[src/rtl/tsfc_fifo.sv]
module tsfc_fifo #(
  parameter int unsigned W = 8
) (
  input  logic         clk_i,
  input  logic         rst_ni,
  input  logic         push_i,
  input  logic [W-1:0] data_i,
  input  logic         pop_i,
  output logic [W-1:0] data_o,
  output logic [1:0]   cnt_o,
  output logic         full_o,
  output logic         empty_o
);

  logic [W-1:0] mem_q [2];
  logic         wr_q, rd_q;
  logic [1:0]   cnt_q;

  assign data_o  = mem_q[rd_q];
  assign cnt_o   = cnt_q;
  assign full_o  = (cnt_q == 2'd2);
  assign empty_o = (cnt_q == 2'd0);

  // two-entry queue
  always_ff @(posedge clk_i or negedge rst_ni) begin
    if (!rst_ni) begin
      wr_q  <= 1'b0;
      rd_q  <= 1'b0;
      cnt_q <= 2'd0;
    end else begin
      if (push_i) wr_q <= ~wr_q;
      if (pop_i) rd_q <= ~rd_q;
      if (push_i && !pop_i) cnt_q <= cnt_q + 2'd1;
      else if (!push_i && pop_i) cnt_q <= cnt_q - 2'd1;
    end
  end

  always_ff @(posedge clk_i) begin
    if (push_i) mem_q[wr_q] <= data_i;
  end

endmodule

[config.mk]
export PLATFORM = sky130hd
export DESIGN_NAME = tsfc_fifo
export DESIGN_NICKNAME = d
export VERILOG_FILES = /design/src/rtl/tsfc_fifo.sv
export SDC_FILE = /design/constraint.sdc
export NUM_CORES = 1
export LEC_CHECK = 0
export ABC_AREA = 1
export BUFFER_PORTS_ARGS = -buffer_cell sky130_fd_sc_hd__buf_4
export CORE_MARGIN = 2
export CORE_UTILIZATION = 46
export DETAILED_ROUTE_END_ITERATION = 8
export PLACE_DENSITY = 0.74
export SYNTH_ARGS = -nofsm -noshare
export SYNTH_HDL_FRONTEND = slang
export SYNTH_SLANG_ARGS = --single-unit
export TNS_END_PERCENT = 100
[constraint.sdc]
create_clock -name clk_i -period 2.7 [get_ports clk_i]
set_clock_uncertainty 0.2 [all_clocks]
set_input_delay 0.135 -clock clk_i [delete_from_list [all_inputs] [get_ports clk_i]]
set_output_delay 0.135 -clock clk_i [all_outputs]
set_load 0.005 [all_outputs]
==> run_results.csv <==
group,metric,value,unit
final_layout,multi_input_area,200,um^2
final_layout,finalInstanceArea,1160,um^2
timing,slew_viol_final,0,
worst_hold_path,hold_class,"flip-flop to flip-flop",
synthesis,synth_seq_area_share,70.9,%
final_layout,regArea,581,um^2
synthesis,syn_area_per_cell,16.4,um^2
critical_path,worst_setup_path_end_kind,"output port",
timing,min_period,1760,ps
timing,finalSetupTns,0,ps
synthesis,synth_warnings,0,
cts,clk-insertion-delay-late,290,ps
outcome,status,"completed",
final_layout,fillers,130,
power,vdd_drop_max,0.527,mV
final_layout,num-nets-final,102,
cts,cts_tree,"done",
grt,grt_max_degree,12,
route,vias,505,
synthesis,yosys.area_share.adder,1.53,%
critical_path,cp.arrival,1430,ps
floorplanning,die_area,2130,um^2
final_layout,postLayoutCoreUtil,67.8,%
synthesis,synthMuxAreaShare,14.7,%
critical_path,cp-start-kind,"flip-flop",
power,powerDensity,834,nW/um^2
critical_path,worst_ep_required_time,2370,ps
synthesis,synth_seq_cells,20,
placement,detailed_place_hpwl,876,um
critical_path,crit_path_cell_trace,"mux2_4 -> buf_4",
route,post-route-drc-count,0,
power,finalPower,0.965,mW
cts,cts.sinks,20,
critical_path,critPathKind,"flip-flop to output port",
placement,io_buffers,23,
grt,overflow,0,
timing,worst_pin_slew,666,ps
synthesis,syn_nets,63,
route,dr.pass1.iters,3,
floorplanning,core_area,1710,um^2
placement,gp_congestion,0.666,
critical_path,cp_max_fo,9,
synthesis,synthCells,50,
critical_path,cp_slowest_cell,"dfrtp_1",
route,detail-route-antenna-nets,0,
floorplanning,ios,24,
timing,finalHoldViolations,0,
floorplanning,die_height,46.2,um
final_layout,drive_above_1_share,38.6,%
synthesis,synthesis.area,818,um^2
timing,period_share,65.3,%
critical_path,crit_family,"flip-flops",
final_layout,n_antenna_cell,0,
grt,antenna_found_initial,0,
timing,slew_headroom,55.4,%
cts,post_cts_buffers,0,
final_layout,syn2layout_area_growth,41.4,%
cts,clk_root_buffer_cell,"clkbuf_4",
final_layout,fin_cells,113,
placement,place_area,1010,um^2
route,drtIter0Drc,6,
grt,grt_pass1_vias,481,
route,wl_per_cell,11.2,um
timing,rsz0062_at_grt,"false",
flow_run,cap_violations,0,
grt,groute.usage.overall,14.5,%
synthesis,synthSimpleGateAreaFrac,5.05,%
critical_path,cp_num_buf_inv,1,
synthesis,synth-compound-area-share,0,%
synthesis,synth_top_family_by_area,"multiplexers",
floorplanning,rows,15,
synthesis,synth-xor-area-share,3.21,%
power,p_leak,0.517,nW
route,routed_wirelength,1260,um
placement,place_inst,97,
cts,clock_path_buffers,2,
cts,clk_pin_slew_worst_paths,100,ps
critical_path,critPathMaxStageDelay,670,ps
cts,cts_buffers,3,
grt,grt_pass1_wl,2000,um
timing,fmax,567,MHz
floorplanning,fp.dieW,46.2,um
floorplanning,initial_core_util,47.9,%
cts,post_cts_resized,0,
cts,htree_levels,1,
timing,setup_viol,0,
route,drt-vias-per-instance,4.47,
synthesis,synth_cell_type_count,12,
-- layer usage --
layer  share of wire, %  track usage [%]
met2                 57             25.0
met3                4.1             4.71
met5                  0                0
met4                1.3             10.3
met1                 38             14.3
-- placed cells by master (no fill, tap or decap), drive strengths merged --
master and instances:
clkbuf 4, buf 23, nor2 3, xnor2 1, dlygate4sd3 12, mux2 8
inv 7, nand2 5, nand4 1, ha 1, xor2 2, edfxtp 16
nand3 1, dfrtp 4
-- where the power goes --
part           leakage [nW]  total, mW  switching (mW)  internal (mW)
Clock                0.0150      0.136          0.0787         0.0574
Sequential            0.197      0.493          0.0743          0.418
Combinational         0.305      0.336           0.110          0.226
Total                 0.517      0.965           0.263          0.702
-- Yosys cell counts --
| library cell | count | area, um^2 |
|---|---|---|
| mux2_4 | 8 | 120 |
| nand4_1 | 1 | 6.26 |
| inv_1 | 7 | 26.3 |
| ha_1 | 1 | 12.5 |
| nor2_1 | 3 | 11.3 |
| xnor2_1 | 1 | 8.76 |
| edfxtp_1 | 16 | 480 |
| buf_6 | 1 | 11.3 |
| dfrtp_1 | 4 | 100 |
| nand3_1 | 1 | 5.00 |
| xor2_1 | 2 | 17.5 |
| nand2_1 | 5 | 18.8 |
-- path summary, 6_finish.rpt --
kind	from	to	slack (ps)	depth (start not counted)
worst max-delay path	rd_q$_DFFE_PN0P_	data_o[6]	940	2
worst min-delay path	wr_q$_DFFE_PN0P_	wr_q$_DFFE_PN0P_	320	1
worst max register to register	wr_q$_DFFE_PN0P_	mem_q[0][7]$_DFFE_PP_	1170	1
worst min register to register	wr_q$_DFFE_PN0P_	wr_q$_DFFE_PN0P_	320	1
max in group asynchronous	rst_ni	cnt_o[1]$_DFFE_PN0P_	1570	3
min in group asynchronous	rst_ni	wr_q$_DFFE_PN0P_	540	3
-- per-stage QoR --
step	setup slack, ps	hold slack [ps]
final	937	318
after global routing	835	340
after floorplan	1360	-361
after CTS	906	322
after global placement	1200	-266
after detailed placement	1160	-264
-- cell families after synthesis --
group / Yosys count
simple gates: 10
flops: 20
mux: 8
buf+inv: 8
xor+xnor: 3
fa+ha+maj: 1
-- timing repair --
item | 4_1_cts | 5_1_grt
endpoints found under the hold margin | 23 | 0
setup endpoints to repair | 0 | 0
hold buffers | 12 | 0
-- area by class of cell --
class / count / area share, %
sequential: 20 / 50.2
tap: 25 / 2.70
inverter: 7 / 2.27
multi-input combinational: 22 / 17.3
clock buffer: 4 / 2.27
timing repair buffer: 35 / 25.3
-- flip-flops by register name, summed over array words and instances, names as in the netlist --
name   count
cnt_o      2
rd_q       1
mem_q     16
wr_q       1
Power figures use the tool's default switching activity.
