--- config.mk ---
export PLATFORM = sky130hd
export DESIGN_NAME = tsfc_front
export DESIGN_NICKNAME = d
export VERILOG_FILES = /design/src/rtl/tsfc_pkg.sv /design/src/rtl/tsfc_front.sv
export SDC_FILE = /design/constraint.sdc
export NUM_CORES = 2
export LEC_CHECK = 0
export BUFFER_PORTS_ARGS = -buffer_cell sky130_fd_sc_hd__buf_2
export CORE_MARGIN = 3
export CORE_UTILIZATION = 31
export DETAILED_ROUTE_END_ITERATION = 16
export MAX_ROUTING_LAYER = met4
export PLACE_DENSITY_LB_ADDON = 0.2
export SLEW_MARGIN = 0
export SYNTH_ARGS = -nofsm -noshare
export SYNTH_HDL_FRONTEND = slang
export SYNTH_SLANG_ARGS = --single-unit
--- constraint.sdc ---
create_clock -name clk_i -period 10.9 [get_ports clk_i]
set_clock_uncertainty 0.15 [all_clocks]
set_input_delay 1.09 -clock clk_i [delete_from_list [all_inputs] [get_ports clk_i]]
set_output_delay 1.09 -clock clk_i [all_outputs]
set_load 0.05 [all_outputs]
--- src/rtl/tsfc_pkg.sv ---
package tsfc_pkg;

  // Fixed field widths
  localparam int unsigned COORD_W    = 32;
  localparam int unsigned MAG_W      = COORD_W + 3;
  localparam int unsigned LIM_W      = 31;
  localparam int unsigned WGT_W      = 16;
  localparam int unsigned PER_W      = 32;
  localparam int unsigned RES_W      = 48;
  localparam int unsigned CFG_IDX_W  = 3;
  localparam int unsigned CFG_DATA_W = 32;

  // Fraction shifts of the fixed-point products
  localparam int unsigned SH_FIX = 16;
  localparam int unsigned SH_WGT = 8;

  // Register indexes
  localparam logic [CFG_IDX_W-1:0] REG_INV_PERIOD  = 3'd0;
  localparam logic [CFG_IDX_W-1:0] REG_OUTER_LIMIT = 3'd1;
  localparam logic [CFG_IDX_W-1:0] REG_VEL_LIMIT   = 3'd2;
  localparam logic [CFG_IDX_W-1:0] REG_ACC_LIMIT   = 3'd3;
  localparam logic [CFG_IDX_W-1:0] REG_JERK_LIMIT  = 3'd4;
  localparam logic [CFG_IDX_W-1:0] REG_VEL_WEIGHT  = 3'd5;
  localparam logic [CFG_IDX_W-1:0] REG_ACC_WEIGHT  = 3'd6;
  localparam logic [CFG_IDX_W-1:0] REG_JERK_WEIGHT = 3'd7;

  // Register reset values
  localparam logic [PER_W-1:0] RST_INV_PERIOD = 32'd655360;
  localparam logic [LIM_W-1:0] RST_LIMIT      = 31'd65536;
  localparam logic [WGT_W-1:0] RST_WEIGHT     = 16'd256;

  typedef logic signed [COORD_W-1:0] coord_t;
  typedef logic [MAG_W-1:0] mag_t;

  typedef struct packed {
    logic signed [COORD_W-1:0] coord_x;
    logic signed [COORD_W-1:0] coord_y;
    logic signed [COORD_W-1:0] coord_z;
    logic                      last_point;
  } in_item_t;

  typedef struct packed {
    logic [RES_W-1:0] smooth_cost;
    logic [RES_W-1:0] feasibility_cost;
    logic             cost_saturated;
  } out_item_t;

  typedef struct packed {
    logic [PER_W-1:0] inv_period;
    logic [LIM_W-1:0] outer_limit;
    logic [LIM_W-1:0] vel_limit;
    logic [LIM_W-1:0] acc_limit;
    logic [LIM_W-1:0] jerk_limit;
    logic [WGT_W-1:0] vel_weight;
    logic [WGT_W-1:0] acc_weight;
    logic [WGT_W-1:0] jerk_weight;
  } cfg_t;

  // One classified point: difference magnitudes indexed [order][axis]
  typedef struct packed {
    mag_t [2:0][2:0] mag;
    logic [1:0]      level;
    logic            last;
  } work_t;

endpackage

--- src/rtl/tsfc_front.sv ---
module tsfc_front import tsfc_pkg::*; (
  input  logic     clk_i,
  input  logic     rst_ni,
  input  logic     accept_i,
  input  in_item_t point_i,
  output work_t    work_o
);

  localparam int unsigned DW = MAG_W + 1;

  coord_t           hist_q [3][3];
  logic [1:0]       seen_q;
  coord_t           pt [3];
  logic signed [DW-1:0] p, h0, h1, h2, dv, da, dj;

  function automatic mag_t mag_of(input logic signed [DW-1:0] x);
    logic [DW-1:0] ux;
    ux = x[DW-1] ? DW'(-x) : DW'(x);
    return ux[MAG_W-1:0];
  endfunction

  assign pt[0] = point_i.coord_x;
  assign pt[1] = point_i.coord_y;
  assign pt[2] = point_i.coord_z;

  // finite differences per axis
  always_comb begin
    work_o.level = seen_q;
    work_o.last  = point_i.last_point;
    for (int ax = 0; ax < 3; ax++) begin
      p  = DW'(pt[ax]);
      h0 = DW'(hist_q[0][ax]);
      h1 = DW'(hist_q[1][ax]);
      h2 = DW'(hist_q[2][ax]);
      dv = p - h0;
      da = p - (h0 <<< 1) + h1;
      dj = p - (h0 <<< 1) - h0 + (h1 <<< 1) + h1 - h2;
      work_o.mag[0][ax] = mag_of(dv);
      work_o.mag[1][ax] = mag_of(da);
      work_o.mag[2][ax] = mag_of(dj);
    end
  end

  // point history; a last point starts a fresh trajectory
  always_ff @(posedge clk_i or negedge rst_ni) begin
    if (!rst_ni) begin
      seen_q <= 2'd0;
      for (int i = 0; i < 3; i++) begin
        for (int ax = 0; ax < 3; ax++) begin
          hist_q[i][ax] <= '0;
        end
      end
    end else if (accept_i) begin
      if (point_i.last_point) begin
        seen_q <= 2'd0;
        for (int i = 0; i < 3; i++) begin
          for (int ax = 0; ax < 3; ax++) begin
            hist_q[i][ax] <= '0;
          end
        end
      end else begin
        if (seen_q != 2'd3) seen_q <= seen_q + 2'd1;
        for (int ax = 0; ax < 3; ax++) begin
          hist_q[2][ax] <= hist_q[1][ax];
          hist_q[1][ax] <= hist_q[0][ax];
          hist_q[0][ax] <= pt[ax];
        end
      end
    end
  end

endmodule

==> flow_summary.yaml <==
routing:
  viasPerCell: 5.17
  ant_nets: 0
  vias: 42400
  drt_wl_total_um: 153000
  drt_iter0_markers: 2865
  first_pass_iters: 5
  route.detailed.drc: 0
  wl_per_cell_um: 18.7
synth:
  synthFlopType: "dfrtp_1"
  yosysSeqAreaShare: 0.155
  synth-compound-area-share: 0.222
  synthArstFlopShare: 1.00
  netlist_area_um2: 46900
  synth_xor_xnor_area_share: 0.113
  synth-edff-count: 0
  ys_ff_latch: 290
  yosys.area_share.simple: 0.189
  synthAdderAreaFrac: 0.242
  synth.distinct_cells: 94
  synth_top_family_by_area: "adder cells"
  avgSynthCellArea_um2: 8.00
  synth_top_cell_area_share: 0.155
  synth_top_cell_by_area: "dfrtp_1"
  muxShareOfSynthArea: 0.00315
  yosys_warnings: 0
  synthTopCellsByArea: "dfrtp_1 15%, fa_1 13%, ha_1 11%"
  netlist_instances: 5866
worst_setup_path:
  startpoint_type: "input port"
  worstPathRequired_ps: 9660
  cp_max_fo: 13
  end_kind: "primary output"
  critical-path-max-stage-delay_ps: 1060
  cp.arrival_ps: 8860
  path_common_cell: "o21ai_0"
  timing_worst_setup_path_type: "input port to primary output"
  cp_slowest_cell: "a2111oi_0"
clocking:
  htreeDepth: 2
  clockBufferDepth: 3
  numCtsBuffers: 42
  insertion_delay_ps: 600
  clk_pin_slew_worst_paths_ps: 50
  cts_sinks: 290
  ctsHoldBuffers: 0
  cts_tree: "done"
  cts_resized: 0
  cts_root_buffer: "clkbuf_16"
  post_cts.repair.setup_buffers: 0
placement:
  hpwl_um: 128000
  place_congestion: 0.900
  port_buffers: 411
  dpl_cell_area_um2: 50900
sta:
  worstMarginPinSlew_ps: 1230
  setup_viol: 0
  fin_setup_tns_ps: 0
  clock.fmax_mhz: 99.0
  rsz0062_at_grt: "no"
  fin_crit_ps: 10100
  relSlewSlack: 0.162
  post-route-period-util: 0.927
  hold_viol: 0
  report.final.slew_viol_count: 0
floorplan:
  die_w_um: 395
  rows: 142
  core_area_um2: 150000
  die_h_um: 395
  initial_core_util: 0.313
  ios: 418
  die-area_um2: 156000
global_route:
  grtUsageTotal: 0.197
  grt_first_pass_wirelength_um: 238000
  antenna_found_initial: 35
  overflow: 0
  grt_max_degree: 152
  grt_pass1_vias: 40900
layout:
  postLayoutCellArea_um2: 52400
  multiInputGateArea_um2: 36100
  area_delta_synth_final_pct: 11.7
  utilization: 0.349
  drive_above_1_share: 0.0942
  fin_nets: 6964
  ff_latch_area_um2: 7260
  n_fill_cell: 15800
status:
  outcome: "finished, final reports clean"
worst_hold_path:
  hold_path_class: "input port to async pin"
job:
  max_cap_violations: 0
## worst max-delay path, delay by kind of cell
| kind | cells | cell delay [ps] |
|---|---|---|
| XOR/XNOR | 3 | 990 |
| buffers and inverters | 3 | 460 |
| AO/OA/AOI/OAI | 12 | 3240 |
| AND/OR/NAND/NOR | 7 | 1380 |
| adder cells (fa/ha/maj) | 4 | 1670 |
## flip-flops by register name, indices dropped and copies added (netlist names)
register and flops:
hist_q 192, h0 32, h1 32, h2 32, seen_q 2
## synthesized netlist by cell type (23+ instances only)
library cell / number
nor3_1: 101
a21oi_1: 401
dfrtp_1: 290
nand2b_1: 68
inv_1: 727
and2_1: 32
or2_2: 30
nor2b_1: 58
nand3b_1: 307
a211oi_1: 50
nand4_1: 48
o211ai_1: 28
nor3b_1: 23
a31oi_1: 60
o21a_1: 54
o21bai_1: 57
a21o_1: 208
o31ai_1: 48
xor2_1: 205
ha_1: 424
fa_1: 303
nand3_1: 114
nor2_1: 318
and3_1: 55
or3_1: 45
clkbuf_1: 200
nand2_1: 297
xnor2_1: 401
o21ai_0: 563
## cell type report
type,count,share of cell area
multi-input combinational,4638,0.689
tap,2016,0.0481
clock buffer,58,0.0229
clock inverter,19,0.00482
antenna,25,0.00119
inverter,727,0.0520
timing repair buffer,438,0.0436
sequential,290,0.138
## metal layers
metal,part of all wire,vias up,GRT usage
met3,0.049,165,0.0248
met2,0.46,899,0.316
met1,0.46,20400,0.260
li1,-,21000,-
met4,0.030,0,0.0555
met5,0,-,-
## final timing paths
path / startpoint / end / slack [ps] / cells past startpoint
max in group asynchronous: rst_ni / hist_q[35]$_DFFE_PN0P_ / 8240 / 3
hold reg to reg: h0[17]$_DFFE_PN0P_ / h1[17]$_DFFE_PN0P_ / 350 / 2
hold / removal: rst_ni / hist_q[94]$_DFFE_PN0P_ / 320 / 1
min in group clk_i: h0[17]$_DFFE_PN0P_ / h1[17]$_DFFE_PN0P_ / 350 / 2
setup reg to reg: seen_q[0]$_DFFE_PN0P_ / seen_q[1]$_DFFE_PN0P_ / 9580 / 5
setup / recovery: point_i[66] / work_o[244] / 800 / 29
## logic make-up (layout without fill, tap and decap cells)
logic type / after synthesis / after routing
simple gates: 1601 / 1601
compound gates: 1684 / 1684
flops: 290 / 290
fa+ha+maj: 727 / 727
mux: 14 / 14
other cells: 1 / 31
xor+xnor: 606 / 606
buf+inv: 943 / 1242
## through the flow
stage                     cells  hold slack, ps  worst slack (ps)
after CTS                  8186             345               823
final                      8211             325               798
after detailed placement   8109             343               845
after global routing       8205             362              38.9
after global placement     8109             334              1010
after floorplan            5871             327              1770
## layout by cell type, fill, tap and decap left out, drive strengths merged, types with 205 or more instances in the layout
cell type  instances
a21o             208
a21oi            401
buf              438
dfrtp            290
fa               303
ha               424
inv              731
nand2            297
nand3b           307
nor2             318
o21ai            573
xnor2            401
xor2             205
Power is left out: the tool's default activity adds up to more than one toggle a clock period on the data nets, which glitch-free logic cannot reach.
