<file path="src/rtl/tsfc_pkg.sv">
package tsfc_pkg;

  // Fixed field widths
  localparam int unsigned COORD_W    = 32;
  localparam int unsigned MAG_W      = COORD_W + 3;
  localparam int unsigned LIM_W      = 31;
  localparam int unsigned WGT_W      = 16;
  localparam int unsigned PER_W      = 32;
  localparam int unsigned RES_W      = 48;
  localparam int unsigned CFG_IDX_W  = 3;
  localparam int unsigned CFG_DATA_W = 32;

  // Fraction shifts of the fixed-point products
  localparam int unsigned SH_FIX = 16;
  localparam int unsigned SH_WGT = 8;

  // Register indexes
  localparam logic [CFG_IDX_W-1:0] REG_INV_PERIOD  = 3'd0;
  localparam logic [CFG_IDX_W-1:0] REG_OUTER_LIMIT = 3'd1;
  localparam logic [CFG_IDX_W-1:0] REG_VEL_LIMIT   = 3'd2;
  localparam logic [CFG_IDX_W-1:0] REG_ACC_LIMIT   = 3'd3;
  localparam logic [CFG_IDX_W-1:0] REG_JERK_LIMIT  = 3'd4;
  localparam logic [CFG_IDX_W-1:0] REG_VEL_WEIGHT  = 3'd5;
  localparam logic [CFG_IDX_W-1:0] REG_ACC_WEIGHT  = 3'd6;
  localparam logic [CFG_IDX_W-1:0] REG_JERK_WEIGHT = 3'd7;

  // Register reset values
  localparam logic [PER_W-1:0] RST_INV_PERIOD = 32'd655360;
  localparam logic [LIM_W-1:0] RST_LIMIT      = 31'd65536;
  localparam logic [WGT_W-1:0] RST_WEIGHT     = 16'd256;

  typedef logic signed [COORD_W-1:0] coord_t;
  typedef logic [MAG_W-1:0] mag_t;

  typedef struct packed {
    logic signed [COORD_W-1:0] coord_x;
    logic signed [COORD_W-1:0] coord_y;
    logic signed [COORD_W-1:0] coord_z;
    logic                      last_point;
  } in_item_t;

  typedef struct packed {
    logic [RES_W-1:0] smooth_cost;
    logic [RES_W-1:0] feasibility_cost;
    logic             cost_saturated;
  } out_item_t;

  typedef struct packed {
    logic [PER_W-1:0] inv_period;
    logic [LIM_W-1:0] outer_limit;
    logic [LIM_W-1:0] vel_limit;
    logic [LIM_W-1:0] acc_limit;
    logic [LIM_W-1:0] jerk_limit;
    logic [WGT_W-1:0] vel_weight;
    logic [WGT_W-1:0] acc_weight;
    logic [WGT_W-1:0] jerk_weight;
  } cfg_t;

  // One classified point: difference magnitudes indexed [order][axis]
  typedef struct packed {
    mag_t [2:0][2:0] mag;
    logic [1:0]      level;
    logic            last;
  } work_t;

endpackage

</file>
<file path="src/rtl/tsfc_mul.sv">
module tsfc_mul import tsfc_pkg::*; #(
  parameter int unsigned OPW    = 48,
  parameter int unsigned COST_W = 48
) (
  input  logic              clk_i,
  input  logic              rst_ni,
  input  logic              start_i,
  input  logic [OPW-1:0]    a_i,
  input  logic [OPW-1:0]    b_i,
  input  logic              sh8_i,
  output logic              done_o,
  output logic [COST_W-1:0] res_o,
  output logic              sat_o
);

  localparam int unsigned HW = (OPW + 1) / 2;
  localparam int unsigned PW = 4 * HW;
  localparam logic [PW-1:0] MAXW = PW'({COST_W{1'b1}});

  logic [2*HW-1:0] a_q, b_q, pp;
  logic [HW-1:0]   ah, bh;
  logic [PW-1:0]   acc_q, pp_sh, acc_sh;
  logic [1:0]      cnt_q;
  logic            busy_q, done_q, sh8_q;

  // one partial product a cycle
  always_comb begin
    ah = cnt_q[0] ? a_q[2*HW-1:HW] : a_q[HW-1:0];
    bh = cnt_q[1] ? b_q[2*HW-1:HW] : b_q[HW-1:0];
    pp = {{HW{1'b0}}, ah} * {{HW{1'b0}}, bh};
    case (cnt_q) inside
      2'd0:       pp_sh = PW'(pp);
      2'd1, 2'd2: pp_sh = PW'(pp) << HW;
      default:    pp_sh = PW'(pp) << (2 * HW);
    endcase
  end

  // truncate the fraction and clamp
  always_comb begin
    acc_sh = sh8_q ? (acc_q >> SH_WGT) : (acc_q >> SH_FIX);
    sat_o  = (acc_sh > MAXW);
    res_o  = sat_o ? {COST_W{1'b1}} : acc_sh[COST_W-1:0];
  end

  assign done_o = done_q;

  always_ff @(posedge clk_i or negedge rst_ni) begin
    if (!rst_ni) begin
      a_q    <= '0;
      b_q    <= '0;
      acc_q  <= '0;
      cnt_q  <= 2'd0;
      busy_q <= 1'b0;
      done_q <= 1'b0;
      sh8_q  <= 1'b0;
    end else if (start_i) begin
      a_q    <= (2*HW)'(a_i);
      b_q    <= (2*HW)'(b_i);
      acc_q  <= '0;
      cnt_q  <= 2'd0;
      busy_q <= 1'b1;
      done_q <= 1'b0;
      sh8_q  <= sh8_i;
    end else if (busy_q) begin
      acc_q <= acc_q + pp_sh;
      cnt_q <= cnt_q + 2'd1;
      if (cnt_q == 2'd3) begin
        busy_q <= 1'b0;
        done_q <= 1'b1;
      end
    end else begin
      done_q <= 1'b0;
    end
  end

endmodule

</file>
<file path="src/rtl/tsfc_back.sv">
module tsfc_back import tsfc_pkg::*; #(
  parameter int unsigned COST_W = 48
) (
  input  logic      clk_i,
  input  logic      rst_ni,
  input  cfg_t      cfg_i,
  input  work_t     work_i,
  input  logic      work_valid_i,
  output logic      work_pop_o,
  output out_item_t result_o,
  output logic      empty_o,
  input  logic      pop_i
);

  localparam int unsigned OPW = (COST_W > MAG_W) ? COST_W : MAG_W;
  localparam int unsigned EW  = (COST_W > RES_W) ? COST_W : RES_W;
  localparam logic [COST_W-1:0] MAX = {COST_W{1'b1}};

  localparam logic [3:0] ST_IDLE  = 4'd0;
  localparam logic [3:0] ST_TERM  = 4'd1;
  localparam logic [3:0] ST_SCALE = 4'd2;
  localparam logic [3:0] ST_SQ    = 4'd3;
  localparam logic [3:0] ST_CLS   = 4'd4;
  localparam logic [3:0] ST_C1    = 4'd5;
  localparam logic [3:0] ST_C2    = 4'd6;
  localparam logic [3:0] ST_Q1    = 4'd7;
  localparam logic [3:0] ST_Q2    = 4'd8;
  localparam logic [3:0] ST_Q3    = 4'd9;
  localparam logic [3:0] ST_Q4    = 4'd10;
  localparam logic [3:0] ST_Q5    = 4'd11;
  localparam logic [3:0] ST_NEXT  = 4'd12;
  localparam logic [3:0] ST_WGT   = 4'd13;
  localparam logic [3:0] ST_FIN   = 4'd14;

  logic [3:0]        st_q, st_d;
  work_t             wk_q, wk_d;
  logic [1:0]        ord_q, ord_d, ax_q, ax_d, k_q, k_d;
  logic [OPW-1:0]    m_q, m_d, u_q, u_d, e_q, e_d;
  logic [COST_W-1:0] d2_q, d2_d, f_q, f_d, smooth_q, smooth_d, feas_q, feas_d;
  logic              sat_q, sat_d;
  out_item_t         out_q, out_d;
  logic              out_valid_q, out_valid_d;

  logic              mul_start, mul_sh8, mul_done, mul_sat;
  logic [OPW-1:0]    mul_a, mul_b, res_w, lim_w, c_w, inv_w;
  logic [COST_W-1:0] mul_res;
  logic [COST_W+1:0] res3;
  logic [COST_W:0]   sa;
  logic [WGT_W-1:0]  wgt;
  logic [EW-1:0]     smooth_ext, feas_ext;

  // saturating add, flag in the top bit
  function automatic logic [COST_W:0] sat_add(input logic [COST_W-1:0] a,
                                              input logic [COST_W+1:0] b);
    logic [COST_W+2:0] s;
    s = {3'b000, a} + {1'b0, b};
    if (s > {3'b000, MAX}) return {1'b1, MAX};
    return {1'b0, s[COST_W-1:0]};
  endfunction

  tsfc_mul #(.OPW(OPW), .COST_W(COST_W)) u_mul (
    .clk_i   (clk_i),
    .rst_ni  (rst_ni),
    .start_i (mul_start),
    .a_i     (mul_a),
    .b_i     (mul_b),
    .sh8_i   (mul_sh8),
    .done_o  (mul_done),
    .res_o   (mul_res),
    .sat_o   (mul_sat)
  );

  // per-order limit and weight
  always_comb begin
    case (ord_q)
      2'd0:    begin lim_w = OPW'(cfg_i.vel_limit);  wgt = cfg_i.vel_weight;  end
      2'd1:    begin lim_w = OPW'(cfg_i.acc_limit);  wgt = cfg_i.acc_weight;  end
      default: begin lim_w = OPW'(cfg_i.jerk_limit); wgt = cfg_i.jerk_weight; end
    endcase
  end

  assign c_w        = OPW'(cfg_i.outer_limit);
  assign inv_w      = OPW'(cfg_i.inv_period);
  assign res_w      = OPW'(mul_res);
  assign res3       = {2'b00, mul_res} + {1'b0, mul_res, 1'b0};
  assign smooth_ext = EW'(smooth_q);
  assign feas_ext   = EW'(feas_q);

  // sequencer
  always_comb begin
    st_d        = st_q;
    wk_d        = wk_q;
    ord_d       = ord_q;
    ax_d        = ax_q;
    k_d         = k_q;
    m_d         = m_q;
    u_d         = u_q;
    e_d         = e_q;
    d2_d        = d2_q;
    f_d         = f_q;
    smooth_d    = smooth_q;
    feas_d      = feas_q;
    sat_d       = sat_q | (mul_done & mul_sat);
    out_d       = out_q;
    out_valid_d = out_valid_q & ~pop_i;
    mul_start   = 1'b0;
    mul_a       = '0;
    mul_b       = '0;
    mul_sh8     = 1'b0;
    work_pop_o  = 1'b0;
    sa          = '0;
    unique case (st_q)
      ST_IDLE: begin
        if (work_valid_i) begin
          wk_d       = work_i;
          work_pop_o = 1'b1;
          ord_d      = 2'd0;
          ax_d       = 2'd0;
          f_d        = '0;
          st_d       = ST_TERM;
        end
      end
      ST_TERM: begin
        if (wk_q.level > ord_q) begin
          m_d       = OPW'(wk_q.mag[ord_q][ax_q]);
          k_d       = 2'd0;
          mul_start = 1'b1;
          mul_a     = OPW'(wk_q.mag[ord_q][ax_q]);
          mul_b     = inv_w;
          st_d      = ST_SCALE;
        end else begin
          st_d = ST_FIN;
        end
      end
      ST_SCALE: begin
        if (mul_done) begin
          m_d = res_w;
          if (k_q != ord_q) begin
            k_d       = k_q + 2'd1;
            mul_start = 1'b1;
            mul_a     = res_w;
            mul_b     = inv_w;
          end else if (ord_q != 2'd0) begin
            mul_start = 1'b1;
            mul_a     = res_w;
            mul_b     = res_w;
            st_d      = ST_SQ;
          end else begin
            st_d = ST_CLS;
          end
        end
      end
      ST_SQ: begin
        if (mul_done) begin
          sa       = sat_add(smooth_q, {2'b00, mul_res});
          smooth_d = sa[COST_W-1:0];
          sat_d    = sat_d | sa[COST_W];
          st_d     = ST_CLS;
        end
      end
      ST_CLS: begin
        if (m_q <= lim_w) begin
          st_d = ST_NEXT;
        end else if (c_w <= lim_w || m_q < c_w) begin
          u_d       = m_q - lim_w;
          mul_start = 1'b1;
          mul_a     = m_q - lim_w;
          mul_b     = m_q - lim_w;
          st_d      = ST_C1;
        end else begin
          u_d       = c_w - lim_w;
          e_d       = m_q - c_w;
          mul_start = 1'b1;
          mul_a     = c_w - lim_w;
          mul_b     = c_w - lim_w;
          st_d      = ST_Q1;
        end
      end
      ST_C1: begin
        if (mul_done) begin
          mul_start = 1'b1;
          mul_a     = res_w;
          mul_b     = u_q;
          st_d      = ST_C2;
        end
      end
      ST_C2: begin
        if (mul_done) begin
          sa    = sat_add(f_q, {2'b00, mul_res});
          f_d   = sa[COST_W-1:0];
          sat_d = sat_d | sa[COST_W];
          st_d  = ST_NEXT;
        end
      end
      ST_Q1: begin
        if (mul_done) begin
          d2_d      = mul_res;
          mul_start = 1'b1;
          mul_a     = res_w;
          mul_b     = u_q;
          st_d      = ST_Q2;
        end
      end
      ST_Q2: begin
        if (mul_done) begin
          sa        = sat_add(f_q, {2'b00, mul_res});
          f_d       = sa[COST_W-1:0];
          sat_d     = sat_d | sa[COST_W];
          mul_start = 1'b1;
          mul_a     = OPW'(d2_q);
          mul_b     = e_q;
          st_d      = ST_Q3;
        end
      end
      ST_Q3: begin
        if (mul_done) begin
          sa        = sat_add(f_q, res3);
          f_d       = sa[COST_W-1:0];
          sat_d     = sat_d | sa[COST_W];
          mul_start = 1'b1;
          mul_a     = e_q;
          mul_b     = e_q;
          st_d      = ST_Q4;
        end
      end
      ST_Q4: begin
        if (mul_done) begin
          mul_start = 1'b1;
          mul_a     = u_q;
          mul_b     = res_w;
          st_d      = ST_Q5;
        end
      end
      ST_Q5: begin
        if (mul_done) begin
          sa    = sat_add(f_q, res3);
          f_d   = sa[COST_W-1:0];
          sat_d = sat_d | sa[COST_W];
          st_d  = ST_NEXT;
        end
      end
      ST_NEXT: begin
        if (ax_q == 2'd2) begin
          ax_d      = 2'd0;
          mul_start = 1'b1;
          mul_a     = OPW'(f_q);
          mul_b     = OPW'(wgt);
          mul_sh8   = 1'b1;
          st_d      = ST_WGT;
        end else begin
          ax_d = ax_q + 2'd1;
          st_d = ST_TERM;
        end
      end
      ST_WGT: begin
        if (mul_done) begin
          sa     = sat_add(feas_q, {2'b00, mul_res});
          feas_d = sa[COST_W-1:0];
          sat_d  = sat_d | sa[COST_W];
          f_d    = '0;
          if (ord_q == 2'd2) begin
            st_d = ST_FIN;
          end else begin
            ord_d = ord_q + 2'd1;
            st_d  = ST_TERM;
          end
        end
      end
      ST_FIN: begin
        if (!wk_q.last) begin
          st_d = ST_IDLE;
        end else if (!out_valid_q || pop_i) begin
          out_d.smooth_cost      = smooth_ext[RES_W-1:0];
          out_d.feasibility_cost = feas_ext[RES_W-1:0];
          out_d.cost_saturated   = sat_q;
          out_valid_d            = 1'b1;
          smooth_d               = '0;
          feas_d                 = '0;
          sat_d                  = 1'b0;
          st_d                   = ST_IDLE;
        end
      end
      default: st_d = ST_IDLE;
    endcase
  end

  always_ff @(posedge clk_i or negedge rst_ni) begin
    if (!rst_ni) begin
      st_q        <= ST_IDLE;
      ord_q       <= 2'd0;
      ax_q        <= 2'd0;
      k_q         <= 2'd0;
      f_q         <= '0;
      smooth_q    <= '0;
      feas_q      <= '0;
      sat_q       <= 1'b0;
      out_valid_q <= 1'b0;
    end else begin
      st_q        <= st_d;
      ord_q       <= ord_d;
      ax_q        <= ax_d;
      k_q         <= k_d;
      f_q         <= f_d;
      smooth_q    <= smooth_d;
      feas_q      <= feas_d;
      sat_q       <= sat_d;
      out_valid_q <= out_valid_d;
    end
  end

  // operand and result registers
  always_ff @(posedge clk_i) begin
    wk_q  <= wk_d;
    m_q   <= m_d;
    u_q   <= u_d;
    e_q   <= e_d;
    d2_q  <= d2_d;
    out_q <= out_d;
  end

  assign result_o = out_q;
  assign empty_o  = ~out_valid_q;

endmodule

</file>
<file path="config.mk">
export PLATFORM = sky130hd
export DESIGN_NAME = tsfc_back
export DESIGN_NICKNAME = d
export VERILOG_FILES = /design/src/rtl/tsfc_pkg.sv /design/src/rtl/tsfc_mul.sv /design/src/rtl/tsfc_back.sv
export SDC_FILE = /design/constraint.sdc
export NUM_CORES = 2
export LEC_CHECK = 0
export BUFFER_PORTS_ARGS = -buffer_cell sky130_fd_sc_hd__buf_2
export CAP_MARGIN = 40
export CORE_ASPECT_RATIO = 2
export CORE_MARGIN = 1
export CORE_UTILIZATION = 58
export CTS_BUF_LIST = sky130_fd_sc_hd__clkbuf_8
export DETAILED_ROUTE_END_ITERATION = 10
export PLACE_DENSITY = 0.77
export SYNTH_ARGS = -nofsm -noshare
export SYNTH_HDL_FRONTEND = slang
export SYNTH_SLANG_ARGS = --single-unit
export TNS_END_PERCENT = 10
</file>
<file path="constraint.sdc">
create_clock -name clk_i -period 31.4 [get_ports clk_i]
set_clock_uncertainty 0.15 [all_clocks]
set_input_delay 1.57 -clock clk_i [delete_from_list [all_inputs] [get_ports clk_i]]
set_output_delay 1.57 -clock clk_i [all_outputs]
set_load 0.1 [all_outputs]
</file>
==> key figures <==
Outcome
  – Outcome: finished, final reports clean

Final layout
  – Nets: 10981
  – Fill count: 11606
  – Max FFs per register: 318
  – Share of layout cells above drive strength 1: 13.5%
  – Multi-input logic area: 0.0515 mm2
  – Fin cells: 11421
  – Fin util: roughly two thirds
  – Register area: ~0.027 mm2
  – Area delta synth->final: 11.2%
  – Largest Register: wk_q

Logic synthesis
  – Top post-synthesis cells by area: edfxtp_1, fa_1, dfrtp_1, ha_1, a21oi_1
  – Distinct cells, synth: between 90 and 100
  – Commonest cells post-synth: nand2_1, nor2_1, inv_1, a21oi_1, edfxtp_1
  – Post-synthesis register bit count: 960
  – Cell type with the largest total area after synthesis: edfxtp_1
  – EDFF count, synth: 607
  – Seq/Total Area, Yosys: 32.6%
  – Syn Nets: 10428
  – Mapped Avg Cell Area: 9.42 um2
  – Post-synth top area share: 22.0%
  – Ys async rst share: between 30% and 40%
  – Mapped cell area: 0.0829 mm2
  – Total number of yosys warnings: 0
  – Mapped Cells: 8803
  – Count leader, synth: nand2_1
  – Top FF cell, synth: edfxtp_1

Worst setup path
  – Crit path DAT: 14430 ps
  – CP max stage cell: mux2_2
  – Critical path type: reg2reg
  – Worst Path Required: 32090 ps
  – Largest stage delay on the critical path: around 700 ps
  – Critical path endpoint category: flip-flop
  – Crit Path Max Fanout: 25
  – Worst path most repeated cell: fa_1
  – CP startpoint kind: flip-flop

Timing
  – Hold slack: 328 ps
  – Fmax: 72.8 MHz
  – Fin crit period: around 14000 ps
  – Final worst-path cycle share: 43.8%
  – Max-slew violation count: 0
  – Rel. slew slack: 30.2%
  – Post-route setup TNS: 0 ps
  – Least-Margin Pin Slew: 1040 ps
  – Endpoints failing setup: 0
  – RSZ-0062 raised after global routing: no
  – Fin. Hold Viols: 0

Clock network
  – CTS tree: done
  – Clock Latency Late Sink: slightly below 1000 ps
  – Max Root-Sink Buffers: 4
  – Setup Fix Bufs, Post-CTS: 0
  – Clk root buf: clkbuf_8
  – Clock slew at reported path FFs: 70 ps
  – TritonCTS buffer count: between 150 and 200
  – Number of gates resized after cts: 0
  – Clk sinks: 960
  – H-tree levels: 4
  – Cts hold-fix bufs: 0

Route
  – DRT Pass-1 Iters: 8
  – Starting DRT DRC Count: 9958
  – DRT Wirelength: 400000 um
  – Drc violations: 0
  – ANT nets after route: 0
  – Via/cell ratio: 6.97
  – DR vias: 79647
  – WL per Instance: 35.0 um

Placement
  – Dpl hpwl: 308000 um
  – Cells after DPL: 11055
  – IO Port Bufs: 624
  – Routability cong.: 1.20

Global routing
  – Vias in the first global route: 79859
  – Largest net degree at the start of global routing: 180
  – First-pass GRT wire length: 560000 um
  – Total global routing overflow: 0
  – Initial antenna violation count: 97
  – Global Route Usage Sum: 54.6%

Flow run
  – Max-Cap Viols: 0

Worst hold path
  – Class of the worst hold path: reg2reg

Floorplanning
  – I/O pin total: 625
  – CORE AREA: 0.142 mm2
  – DIE HEIGHT: 537 um
  – # rows: 195
  – Die ar.: ~0.14 mm2
  – Die Width: 269 um
  – Initial Util: about three fifths
## cell type report
type	count	area share (%)
Multi-Input combinational cell	6624	55.9
Sequential cell	960	29.4
Timing Repair Buffer	858	5.52
Inverter	759	3.10
Tap cell	1871	2.54
Clock buffer	166	2.48
Clock inverter	102	0.892
Antenna cell	81	0.220
## path summary, 6_finish.rpt
path                                             from                           to  slack (ps)  depth (start not counted)
hold reg to reg                       sat_q$_DFF_PN0_        result_o[0]$_DFFE_PP_         330                          0
setup / recovery           u_mul.cnt_q[1]$_DFFE_PN0P_  u_mul.acc_q[85]$_DFFE_PN0P_       17660                         38
setup reg to reg           u_mul.cnt_q[1]$_DFFE_PN0P_  u_mul.acc_q[85]$_DFFE_PN0P_       17660                         38
min in group asynchronous                      rst_ni          ax_q[1]$_DFFE_PN0P_         370                          1
max in group asynchronous                      rst_ni  u_mul.acc_q[70]$_DFFE_PN0P_       28090                          5
hold / removal                        sat_q$_DFF_PN0_        result_o[0]$_DFFE_PP_         330                          0
## cell families after synthesis
family / count (synthesis) / share of synthesized area [%]
simple gates: 2387 / 12.8
compound gates: 2378 / 18.4
buf+inv: 1219 / 5.59
fa+ha+maj: 1099 / 21.4
flops: 960 / 32.6
xor+xnor: 403 / 4.26
mux: 357 / 4.91
## critical path, delay by kind of cell, from the launching register on
kind / cells / cell delay, ps
compound gates: 13 / 4330
xor+xnor: 1 / 640
fa+ha+maj: 9 / 4470
buf+inv: 8 / 1240
flops: 1 / 660
mux: 2 / 860
simple gates: 5 / 1190
## per-layer routing
metal	vias to the layer above	global-route usage, %	wire [um]
li1	32422	-	-
met1	37940	52.1	114000
met2	6454	84.6	176000
met3	2795	20.4	48500
met4	36	64.1	61000
met5	-	0.855	362
## per-stage QoR
step                      worst slack [ps]  area [um2]
after floorplan                      20030       82900
after global placement               17360       88100
after detailed placement             17960       88700
after CTS                            17950       91800
after global routing                 17060       92100
final                                17660       92200
## cells in the final DEF, fill, tap and decap left out, drive strengths merged, types with 89 or more instances in the layout
master	n
a21oi	698
nand3	155
buf	856
inv	803
o21ai	490
xor2	151
dfrtp	353
nor2	791
a21o	257
mux2i	263
ha	562
nand2	879
a221oi	92
xnor2	252
clkbuf	167
fa	537
nand4	89
a31oi	134
edfxtp	607
Power is not shown: default switching activity piles up to over one toggle a cycle in this logic, so the estimate is an artifact.
